## src/design/csrgb_pkg.sv

```systemverilog
`default_nettype none
package csrgb_pkg;

   localparam int CHANNELS  = 3;
   localparam int CAL_BITS  = 20;
   localparam int DIV_BITS  = 8;
   localparam int GATE_BITS = 10;
   localparam int RGB_BITS  = 8;
   localparam int QUO_BITS  = RGB_BITS + 1;
   localparam int STEP_BITS = $clog2(QUO_BITS);
   localparam int CSR_BITS  = 3;

   localparam logic [DIV_BITS-1:0]  DIVISOR_RESET = DIV_BITS'(10);
   localparam logic [CAL_BITS-1:0]  DARK_RESET    = CAL_BITS'(6000);
   localparam logic [CAL_BITS-1:0]  WHITE_RESET   = CAL_BITS'(55000);
   localparam int                   GATE_SPAN     = 1000;
   localparam logic [GATE_BITS-1:0] GATE_MAX      = '1;
   localparam logic [RGB_BITS-1:0]  RGB_MAX       = '1;

   localparam logic [1:0] COLOR_RED   = 2'd0;
   localparam logic [1:0] COLOR_GREEN = 2'd1;
   localparam logic [1:0] COLOR_BLUE  = 2'd2;

   typedef enum logic [CSR_BITS-1:0] {
      CSR_SAMPLE_DIVISOR = 3'd0,
      CSR_DARK_RED       = 3'd1,
      CSR_DARK_GREEN     = 3'd2,
      CSR_DARK_BLUE      = 3'd3,
      CSR_WHITE_RED      = 3'd4,
      CSR_WHITE_GREEN    = 3'd5,
      CSR_WHITE_BLUE     = 3'd6
   } csr_index_type;

   typedef struct packed {
      logic       accept;
      logic       div_load;
      logic       div_step;
      logic       div_store;
      logic       out_load;
      logic [1:0] ch;
   } ctl_cmd_type;

   typedef struct packed {
      logic last_gate;
   } ctl_status_type;

endpackage
`default_nettype wire

```

## src/design/csrgb_ctrl.sv

```systemverilog
`default_nettype none
module csrgb_ctrl (
   input  wire logic                      clock,
   input  wire logic                      reset,
   input  wire logic                      req_valid,
   output logic                           req_stall,
   output logic                           rsp_valid,
   input  wire logic                      rsp_stall,
   input  wire csrgb_pkg::ctl_status_type status,
   output csrgb_pkg::ctl_cmd_type         cmd
);

   typedef enum logic [2:0] {
      ST_READY,
      ST_LOAD,
      ST_STEP,
      ST_STORE,
      ST_DONE
   } state_type;

   state_type                       state_ff;
   logic                            rsp_valid_ff;
   logic [1:0]                      ch_ff;
   logic [csrgb_pkg::STEP_BITS-1:0] step_ff;
   logic                            ready;
   logic                            accept;

   assign ready     = (state_ff == ST_READY) && (!rsp_valid_ff || !rsp_stall);
   assign accept    = req_valid && ready;
   assign req_stall = !ready;
   assign rsp_valid = rsp_valid_ff;

   always_comb begin
      cmd           = '0;
      cmd.accept    = accept;
      cmd.div_load  = (state_ff == ST_LOAD);
      cmd.div_step  = (state_ff == ST_STEP);
      cmd.div_store = (state_ff == ST_STORE);
      cmd.out_load  = (accept && !status.last_gate) || (state_ff == ST_DONE);
      cmd.ch        = ch_ff;
   end

   always_ff @(posedge clock) begin
      if (reset) begin
         state_ff     <= ST_READY;
         rsp_valid_ff <= 1'b0;
         ch_ff        <= csrgb_pkg::COLOR_RED;
         step_ff      <= '0;
      end else begin
         if (cmd.out_load) begin
            rsp_valid_ff <= 1'b1;
         end else if (!rsp_stall) begin
            rsp_valid_ff <= 1'b0;
         end
         case (state_ff)
            ST_READY: begin
               if (accept && status.last_gate) begin
                  state_ff <= ST_LOAD;
                  ch_ff    <= csrgb_pkg::COLOR_RED;
               end
            end
            ST_LOAD: begin
               state_ff <= ST_STEP;
               step_ff  <= '0;
            end
            ST_STEP: begin
               if (step_ff == csrgb_pkg::STEP_BITS'(csrgb_pkg::QUO_BITS - 1)) begin
                  state_ff <= ST_STORE;
               end else begin
                  step_ff <= step_ff + 1'b1;
               end
            end
            ST_STORE: begin
               if (ch_ff == csrgb_pkg::COLOR_BLUE) begin
                  state_ff <= ST_DONE;
               end else begin
                  ch_ff    <= ch_ff + 1'b1;
                  state_ff <= ST_LOAD;
               end
            end
            ST_DONE: begin
               state_ff <= ST_READY;
            end
            default: begin
               state_ff <= ST_READY;
            end
         endcase
      end
   end

   a_last_gate_starts_calib: assert property (@(posedge clock) disable iff (reset)
      accept && status.last_gate |=> state_ff == ST_LOAD)
      else $error("closing request did not start calibration");

   a_plain_request_answered: assert property (@(posedge clock) disable iff (reset)
      accept && !status.last_gate |=> rsp_valid_ff)
      else $error("request without response");

   a_blue_store_finishes: assert property (@(posedge clock) disable iff (reset)
      state_ff == ST_STORE && ch_ff == csrgb_pkg::COLOR_BLUE |=> state_ff == ST_DONE)
      else $error("calibration did not finish after blue");

   a_done_gives_response: assert property (@(posedge clock) disable iff (reset)
      state_ff == ST_DONE |=> rsp_valid_ff)
      else $error("finished reading without response");

endmodule
`default_nettype wire

```

## src/design/csrgb_datapath.sv

```systemverilog
`default_nettype none
module csrgb_datapath #(
   parameter int RAW_BITS = 20
) (
   input  wire logic                                 clock,
   input  wire logic                                 reset,
   input  wire logic                                 req_cmd,
   input  wire logic                                 req_pulse_edge,
   input  wire logic                                 req_ms_tick,
   input  wire logic                                 csr_write_enable,
   input  wire logic [csrgb_pkg::CSR_BITS-1:0]       csr_index,
   input  wire logic [csrgb_pkg::CAL_BITS-1:0]       csr_write_data,
   input  wire csrgb_pkg::ctl_cmd_type               cmd,
   output csrgb_pkg::ctl_status_type                 status,
   output logic                                      rsp_sensor_enable,
   output logic                                      rsp_filter_s2,
   output logic                                      rsp_filter_s3,
   output logic                                      rsp_done_res,
   output logic [csrgb_pkg::RGB_BITS-1:0]            rsp_red,
   output logic [csrgb_pkg::RGB_BITS-1:0]            rsp_green,
   output logic [csrgb_pkg::RGB_BITS-1:0]            rsp_blue,
   output logic [RAW_BITS-1:0]                       rsp_raw_red,
   output logic [RAW_BITS-1:0]                       rsp_raw_green,
   output logic [RAW_BITS-1:0]                       rsp_raw_blue
);

   localparam int CH      = csrgb_pkg::CHANNELS;
   localparam int CALW    = csrgb_pkg::CAL_BITS;
   localparam int RGBW    = csrgb_pkg::RGB_BITS;
   localparam int GW      = csrgb_pkg::GATE_BITS;
   localparam int DIFF_W  = ((RAW_BITS > CALW) ? RAW_BITS : CALW) + 1;
   localparam int NUM_W   = DIFF_W + RGBW;
   localparam int PROD_W  = RAW_BITS + csrgb_pkg::DIV_BITS;
   localparam int GPROD_W = GW + 1 + csrgb_pkg::DIV_BITS;
   localparam logic [RAW_BITS-1:0] RAW_MAX = '1;

   // configuration
   logic [csrgb_pkg::DIV_BITS-1:0] divisor_ff;
   logic [CALW-1:0]                dark_ff  [CH];
   logic [CALW-1:0]                white_ff [CH];

   // reading state
   logic                 counting_ff, counting_in;
   logic [1:0]           color_ff, color_in;
   logic [GW-1:0]        gate_ff, gate_in;
   logic [RAW_BITS-1:0]  edge_count_ff, edge_count_in;
   logic [RAW_BITS-1:0]  raw_ff [CH];
   logic [RAW_BITS-1:0]  raw_in [CH];
   logic [RGBW-1:0]      rgb_ff [CH];
   logic [RGBW-1:0]      rgb_in [CH];

   // shared divider
   logic [NUM_W-1:0]               rem_ff, rem_in;
   logic [NUM_W-1:0]               dsh_ff, dsh_in;
   logic [csrgb_pkg::QUO_BITS-1:0] quo_ff, quo_in;
   logic                           zero_ff, zero_in;

   // output register
   logic                 out_enable_ff, out_s2_ff, out_s3_ff, out_done_ff;
   logic [RGBW-1:0]      out_rgb_ff [CH];
   logic [RAW_BITS-1:0]  out_raw_ff [CH];

   logic [RAW_BITS-1:0]  edge_upd;
   logic [GW-1:0]        gate_upd;
   logic [GPROD_W-1:0]   gate_prod;
   logic                 gate_close;
   logic [PROD_W-1:0]    raw_prod;
   logic [RAW_BITS-1:0]  raw_sat;
   logic [DIFF_W-1:0]    diff, den, diff_mag, den_mag;
   logic                 ge;
   logic [RGBW-1:0]      div_result;
   logic                 s2_in, s3_in;
   logic                 done_in;

   assign edge_upd = (req_pulse_edge && (edge_count_ff != RAW_MAX)) ?
                     edge_count_ff + 1'b1 : edge_count_ff;
   assign gate_upd = (gate_ff != csrgb_pkg::GATE_MAX) ? gate_ff + 1'b1 : gate_ff;
   // gate closes when elapsed >= floor(1000/div), i.e. (elapsed+1)*div > 1000
   assign gate_prod = GPROD_W'({1'b0, gate_upd} + (GW + 1)'(1)) * GPROD_W'(divisor_ff);
   assign gate_close = counting_ff && req_ms_tick &&
                       (gate_prod > GPROD_W'(csrgb_pkg::GATE_SPAN));
   assign raw_prod = PROD_W'(edge_upd) * PROD_W'(divisor_ff);
   assign raw_sat  = (|raw_prod[PROD_W-1:RAW_BITS]) ? RAW_MAX : raw_prod[RAW_BITS-1:0];

   assign status.last_gate = !req_cmd && gate_close && (color_ff == csrgb_pkg::COLOR_BLUE);

   always_comb begin
      counting_in   = counting_ff;
      color_in      = color_ff;
      gate_in       = gate_ff;
      edge_count_in = edge_count_ff;
      raw_in        = raw_ff;
      done_in       = 1'b0;
      if (cmd.accept) begin
         if (req_cmd) begin
            counting_in   = 1'b1;
            color_in      = csrgb_pkg::COLOR_RED;
            gate_in       = '0;
            edge_count_in = '0;
         end else if (counting_ff) begin
            edge_count_in = edge_upd;
            if (req_ms_tick) begin
               if (gate_close) begin
                  raw_in[color_ff] = raw_sat;
                  gate_in          = '0;
                  edge_count_in    = '0;
                  if (color_ff == csrgb_pkg::COLOR_BLUE) begin
                     counting_in = 1'b0;
                  end else begin
                     color_in = color_ff + 1'b1;
                  end
               end else begin
                  gate_in = gate_upd;
               end
            end
         end
      end else begin
         done_in = 1'b1;
      end
   end

   always_comb begin
      case (color_in)
         csrgb_pkg::COLOR_RED: begin
            s2_in = 1'b0;
            s3_in = 1'b0;
         end
         csrgb_pkg::COLOR_GREEN: begin
            s2_in = 1'b1;
            s3_in = 1'b1;
         end
         csrgb_pkg::COLOR_BLUE: begin
            s2_in = 1'b0;
            s3_in = 1'b1;
         end
         default: begin
            s2_in = 1'b1;
            s3_in = 1'b0;
         end
      endcase
   end

   // magnitudes of raw-dark and white-dark, sign handled by zero flag
   assign diff     = DIFF_W'(raw_ff[cmd.ch]) - DIFF_W'(dark_ff[cmd.ch]);
   assign den      = DIFF_W'(white_ff[cmd.ch]) - DIFF_W'(dark_ff[cmd.ch]);
   assign diff_mag = diff[DIFF_W-1] ? DIFF_W'(-diff) : diff;
   assign den_mag  = den[DIFF_W-1] ? DIFF_W'(-den) : den;
   assign ge       = (rem_ff >= dsh_ff);
   assign div_result = zero_ff ? '0 :
                       (quo_ff[csrgb_pkg::QUO_BITS-1] ? csrgb_pkg::RGB_MAX :
                                                        quo_ff[RGBW-1:0]);

   always_comb begin
      rem_in  = rem_ff;
      dsh_in  = dsh_ff;
      quo_in  = quo_ff;
      zero_in = zero_ff;
      if (cmd.div_load) begin
         rem_in  = (NUM_W'(diff_mag) << RGBW) - NUM_W'(diff_mag);
         dsh_in  = NUM_W'(den_mag) << RGBW;
         quo_in  = '0;
         zero_in = (den == '0) || (diff[DIFF_W-1] != den[DIFF_W-1]);
      end else if (cmd.div_step) begin
         rem_in = ge ? rem_ff - dsh_ff : rem_ff;
         dsh_in = dsh_ff >> 1;
         quo_in = {quo_ff[csrgb_pkg::QUO_BITS-2:0], ge};
      end
   end

   always_comb begin
      rgb_in = rgb_ff;
      if (cmd.div_store) begin
         rgb_in[cmd.ch] = div_result;
      end
   end

   always_ff @(posedge clock) begin
      if (reset) begin
         divisor_ff <= csrgb_pkg::DIVISOR_RESET;
         for (int i = 0; i < CH; i++) begin
            dark_ff[i]  <= csrgb_pkg::DARK_RESET;
            white_ff[i] <= csrgb_pkg::WHITE_RESET;
         end
      end else if (csr_write_enable) begin
         case (csrgb_pkg::csr_index_type'(csr_index))
            csrgb_pkg::CSR_SAMPLE_DIVISOR: begin
               if (csr_write_data[csrgb_pkg::DIV_BITS-1:0] != '0) begin
                  divisor_ff <= csr_write_data[csrgb_pkg::DIV_BITS-1:0];
               end
            end
            csrgb_pkg::CSR_DARK_RED:    dark_ff[0]  <= csr_write_data;
            csrgb_pkg::CSR_DARK_GREEN:  dark_ff[1]  <= csr_write_data;
            csrgb_pkg::CSR_DARK_BLUE:   dark_ff[2]  <= csr_write_data;
            csrgb_pkg::CSR_WHITE_RED:   white_ff[0] <= csr_write_data;
            csrgb_pkg::CSR_WHITE_GREEN: white_ff[1] <= csr_write_data;
            csrgb_pkg::CSR_WHITE_BLUE:  white_ff[2] <= csr_write_data;
            default: begin
            end
         endcase
      end
   end

   always_ff @(posedge clock) begin
      if (reset) begin
         counting_ff   <= 1'b0;
         color_ff      <= csrgb_pkg::COLOR_RED;
         gate_ff       <= '0;
         edge_count_ff <= '0;
         for (int i = 0; i < CH; i++) begin
            raw_ff[i] <= '0;
            rgb_ff[i] <= '0;
         end
      end else begin
         counting_ff   <= counting_in;
         color_ff      <= color_in;
         gate_ff       <= gate_in;
         edge_count_ff <= edge_count_in;
         raw_ff        <= raw_in;
         rgb_ff        <= rgb_in;
      end
   end

   always_ff @(posedge clock) begin
      rem_ff  <= rem_in;
      dsh_ff  <= dsh_in;
      quo_ff  <= quo_in;
      zero_ff <= zero_in;
      if (cmd.out_load) begin
         out_enable_ff <= counting_in;
         out_s2_ff     <= s2_in;
         out_s3_ff     <= s3_in;
         out_done_ff   <= done_in;
         out_rgb_ff    <= rgb_in;
         out_raw_ff    <= raw_in;
      end
   end

   assign rsp_sensor_enable = out_enable_ff;
   assign rsp_filter_s2     = out_s2_ff;
   assign rsp_filter_s3     = out_s3_ff;
   assign rsp_done_res      = out_done_ff;
   assign rsp_red           = out_rgb_ff[0];
   assign rsp_green         = out_rgb_ff[1];
   assign rsp_blue          = out_rgb_ff[2];
   assign rsp_raw_red       = out_raw_ff[0];
   assign rsp_raw_green     = out_raw_ff[1];
   assign rsp_raw_blue      = out_raw_ff[2];

endmodule
`default_nettype wire

```

## src/design/color_sensor_rgb_readout.sv

```systemverilog
`default_nettype none
// Colour sensor readout with two-point calibration. Each request is one clock sample of
// start command, sensor pulse edge and millisecond tick, and each request gives exactly
// one response. Requests that do not close the blue gate are taken one per cycle unless
// rsp_stall holds a response, with the response registered in the next cycle. The
// request closing the blue gate stalls later requests while one shared restoring divider
// maps red, green and blue in turn, one quotient bit per cycle (load, nine steps, store
// per channel, then the response). Configuration is written through csr_write_enable,
// csr_index and csr_write_data; writes of zero to the sample divisor are ignored.
module color_sensor_rgb_readout #(
   parameter int RAW_BITS = 20
) (
   input  wire logic                           clock,
   input  wire logic                           reset,
   input  wire logic                           req_valid,
   output logic                                req_stall,
   input  wire logic                           req_cmd,
   input  wire logic                           req_pulse_edge,
   input  wire logic                           req_ms_tick,
   output logic                                rsp_valid,
   input  wire logic                           rsp_stall,
   output logic                                rsp_sensor_enable,
   output logic                                rsp_filter_s2,
   output logic                                rsp_filter_s3,
   output logic                                rsp_done_res,
   output logic [csrgb_pkg::RGB_BITS-1:0]      rsp_red,
   output logic [csrgb_pkg::RGB_BITS-1:0]      rsp_green,
   output logic [csrgb_pkg::RGB_BITS-1:0]      rsp_blue,
   output logic [RAW_BITS-1:0]                 rsp_raw_red,
   output logic [RAW_BITS-1:0]                 rsp_raw_green,
   output logic [RAW_BITS-1:0]                 rsp_raw_blue,
   input  wire logic                           csr_write_enable,
   input  wire logic [csrgb_pkg::CSR_BITS-1:0] csr_index,
   input  wire logic [csrgb_pkg::CAL_BITS-1:0] csr_write_data
);

   csrgb_pkg::ctl_cmd_type    cmd;
   csrgb_pkg::ctl_status_type status;

   csrgb_ctrl u_ctrl (
      .clock     (clock),
      .reset     (reset),
      .req_valid (req_valid),
      .req_stall (req_stall),
      .rsp_valid (rsp_valid),
      .rsp_stall (rsp_stall),
      .status    (status),
      .cmd       (cmd)
   );

   csrgb_datapath #(
      .RAW_BITS (RAW_BITS)
   ) u_datapath (
      .clock             (clock),
      .reset             (reset),
      .req_cmd           (req_cmd),
      .req_pulse_edge    (req_pulse_edge),
      .req_ms_tick       (req_ms_tick),
      .csr_write_enable  (csr_write_enable),
      .csr_index         (csr_index),
      .csr_write_data    (csr_write_data),
      .cmd               (cmd),
      .status            (status),
      .rsp_sensor_enable (rsp_sensor_enable),
      .rsp_filter_s2     (rsp_filter_s2),
      .rsp_filter_s3     (rsp_filter_s3),
      .rsp_done_res      (rsp_done_res),
      .rsp_red           (rsp_red),
      .rsp_green         (rsp_green),
      .rsp_blue          (rsp_blue),
      .rsp_raw_red       (rsp_raw_red),
      .rsp_raw_green     (rsp_raw_green),
      .rsp_raw_blue      (rsp_raw_blue)
   );

endmodule
`default_nettype wire
```

## config.mk

```make
export PLATFORM = sky130hd
export DESIGN_NAME = color_sensor_rgb_readout
export DESIGN_NICKNAME = d
export VERILOG_FILES = /design/src/design/csrgb_pkg.sv /design/src/design/csrgb_ctrl.sv /design/src/design/csrgb_datapath.sv /design/src/design/color_sensor_rgb_readout.sv
export SDC_FILE = /design/constraint.sdc
export NUM_CORES = 1
export LEC_CHECK = 0
export BUFFER_PORTS_ARGS = -buffer_cell sky130_fd_sc_hd__buf_4
export CELL_PAD_IN_SITES_DETAIL_PLACEMENT = 0
export CELL_PAD_IN_SITES_GLOBAL_PLACEMENT = 2
export CORE_AREA = 2 2 239 300
export CTS_CLUSTER_SIZE = 10
export DETAILED_ROUTE_END_ITERATION = 10
export DIE_AREA = 0 0 241 302
export PLACE_DENSITY_LB_ADDON = 0.1
export SYNTH_ARGS = -nofsm -noshare
export SYNTH_HDL_FRONTEND = slang
export SYNTH_SLANG_ARGS = --single-unit
```

## constraint.sdc

```tcl
create_clock -name clock -period 29.4 [get_ports clock]
set_input_delay 2.94 -clock clock [delete_from_list [all_inputs] [get_ports clock]]
set_output_delay 2.94 -clock clock [all_outputs]
set_load 0.01 [all_outputs]
```

==> impl_metrics.yaml <==
logic_synthesis:
  yosysWarnings: 0
  synth-main-ff-cell: "edfxtp_1"
  async_flop_share: 0
  synth-edff-count: 259
  synth_cells: 3241
  synth_cell_types: 90
  ys_seq_elements: 413
  syn_avg_cell_area_um2: 9.40
  synth.yosys.seq_area_share: 0.357
  syn_nets: 3620
  syn_area_um2: 30500
sta:
  grt_setup_unrepaired: "no"
  worst_slew_pin_slew_ps: 1160
  finClkSkew_ps: 22.1
  fin_crit_ps: 10020
  hold_violations: 0
  setup_tns_ps: 0
  fmax_mhz: 99.8
  fin_ws_ps: 19380
  period_share: 0.341
  slew-limit-headroom: 0.226
  setup_viol: 0
  slew_viol_final: 0
placement:
  gp_congestion: 0.863
  port_buffers: 120
  dpl_worst_slack_ps: 18790
  dp_hpwl_um: 63400
  dp.cells: 4191
cells_and_area:
  final_cell_mix: "inv_1 (281), nand2_1 (268), edfxtp_1 (259)"
  drive_gt1_frac: 0.0774
  num-nets-final: 3678
  final_common_cell: "inv_1"
  layout.cells.non_filler: 4277
  diodes: 0
  syn_to_final_growth_pct: 10.7
route:
  viasPerCell: 5.43
  drtAntennaViolNets: 0
  drc: 0
  wire_per_inst_um: 19.6
  drt_first_pass_iters: 5
  wl_um: 83700
  drtIter0Drc: 1169
  vias: 23200
clock_network:
  cts.sinks: 413
  root_buffer: "clkbuf_16"
  cts_resized: 0
  insertion_delay_ps: 590
  cts_max_level: 2
  cts.reportedPaths.clkPinSlew_ps: 50
  cts_made_buffers: 49
  ctsHoldBuffers: 0
  cts_buffer_depth: 3
  cts_post_setup_buffers_inserted: 0
  cts_tree: "done"
critical_path:
  cp_max_fo: 28
  path_class: "input port to flop"
  worst_path_most_repeated_cell: "fa_1"
  cpLargestDelayFamily: "adder cells"
  reg2regPathDepth: 30
  r2r_slack_ps: 19760
  critPathMaxStageDelay_ps: 560
  crit_slowest_cell: "xnor2_1"
  rr_startpoint: "u_datapath.gate_ff[0]"
  end_kind: "flop"
  crit_path_start_kind: "input port"
  r2r_end: "u_datapath.rsp_green[7]"
  cp_data_arrival_time_ps: 10310
  path_buf_inv: 4
  crit_required_ps: 29680
global_routing:
  grt_max_degree: 81
  antenna_found_initial: 1
  grt_pass1_vias: 23600
  grt_pass1_wl_um: 131000
  gr-usage-all-layers: 0.231
  overflow: 0
min_path:
  min_to: "u_datapath.dsh_ff[0]"
  min_path_cells: 2
  hold_class: "flop to flop"
  hold_path_startpoint: "u_datapath.dsh_ff[0]"
job:
  cap_violations: 0
power_and_ir_drop:
  power_density_nw_per_um2: 48.7
  ir_drop_mv: 0.0359
  p_leak_nw: 13.7
floorplanning:
  rows: 109
  die_area_um2: 72800
  initial_utilization: 0.434
  ios: 121
  core_um2: 70100
  fp.dieH_um: 302
  die_x_um: 241
status:
  status: "finished clean"
[power breakdown]
part / switching (W) / total, W / internal [W]
registers: 0.0000209 / 0.000696 / 0.000675
logic: 0.000236 / 0.000379 / 0.000143
clock network: 0.000239 / 0.000568 / 0.000328
total: 0.000496 / 0.00164 / 0.00115
[cells by family after synthesis]
| group | count (synthesis) | share of synthesized area |
|---|---|---|
| and+or+nand+nor | 1072 | 0.177 |
| AOI/OAI and AO/OA | 725 | 0.151 |
| buffers and inverters | 429 | 0.0546 |
| DFF | 413 | 0.357 |
| adders and majority gates | 348 | 0.184 |
| xor gates and xnor gates | 175 | 0.0511 |
| muxes | 79 | 0.0260 |
[final cells by class]
type / count / area, um^2
fill: 6774 / 36400
multi-input combinational: 2399 / 18000
sequential: 413 / 10900
clock buffer: 79 / 1380
tap: 943 / 1180
timing repair buffer: 155 / 1160
inverter: 281 / 1050
clock inverter: 7 / 96.3
[synthesized netlist by cell type, drive strengths merged, types with 78 or more instances]
library cell,number,share of area
a21oi,225,0.037
and2,164,0.034
clkbuf,114,0.014
dfxtp,154,0.10
edfxtp,259,0.26
fa,165,0.11
ha,183,0.075
inv,281,0.035
mux2i,78,0.026
nand2,269,0.033
nor2,252,0.031
nor2b,98,0.020
o21ai,164,0.027
xnor2,123,0.036
[sequential cells by signal, summed over array words and instances (netlist names), 9 cells and up, named ones only]
register and count:
u_datapath.dark_ff 60, u_datapath.raw_ff 60, u_datapath.white_ff 60, u_datapath.dsh_ff 29, u_datapath.rem_ff 29, u_datapath.rgb_ff 24
u_datapath.edge_count_ff 20, u_datapath.rsp_raw_blue 20, u_datapath.rsp_raw_green 20, u_datapath.rsp_raw_red 20, u_datapath.gate_ff 10, u_datapath.quo_ff 9
[per-stage QoR]
step	power (W)	hold slack (ps)	cell area, um^2	utilization
after global routing	0.00172	493	33700	0.481
final	0.00164	470	33700	0.481
after floorplan	0.000962	441	30500	-
after global placement	0.00109	453	32300	0.460
after CTS	0.00166	471	33700	0.481
after detailed placement	0.00109	463	32300	0.460
[layer usage]
layer  up-vias  GRT usage  routed length (um)
li1      11400          -                   -
met1     11300      0.275               34500
met2       395      0.421               43300
met3       126     0.0291                2690
met4         0     0.0917                3320
met5         -          0                   0
[worst max path at each step]
stage / start / endpoint / slack (ps) / cells after the start
finish: req_pulse_edge / u_datapath.rsp_raw_red[1] / 19380 / 28
floorplan: u_datapath.gate_ff[0] / u_datapath.rsp_blue[0] / 15670 / 30
CTS: req_pulse_edge / u_datapath.rsp_raw_red[13] / 19400 / 28
global route: req_pulse_edge / u_datapath.rsp_raw_red[6] / 18790 / 25
detailed placement: req_pulse_edge / u_datapath.rsp_raw_red[13] / 18790 / 28
global placement: req_pulse_edge / u_datapath.rsp_raw_red[7] / 18960 / 28
[worst min-delay path, stage by stage, from the launching register on]
cell	delay, ps
dfxtp_1	310
nand2_1	60
a21oi_1	50
Power figures use the tool's default switching activity.
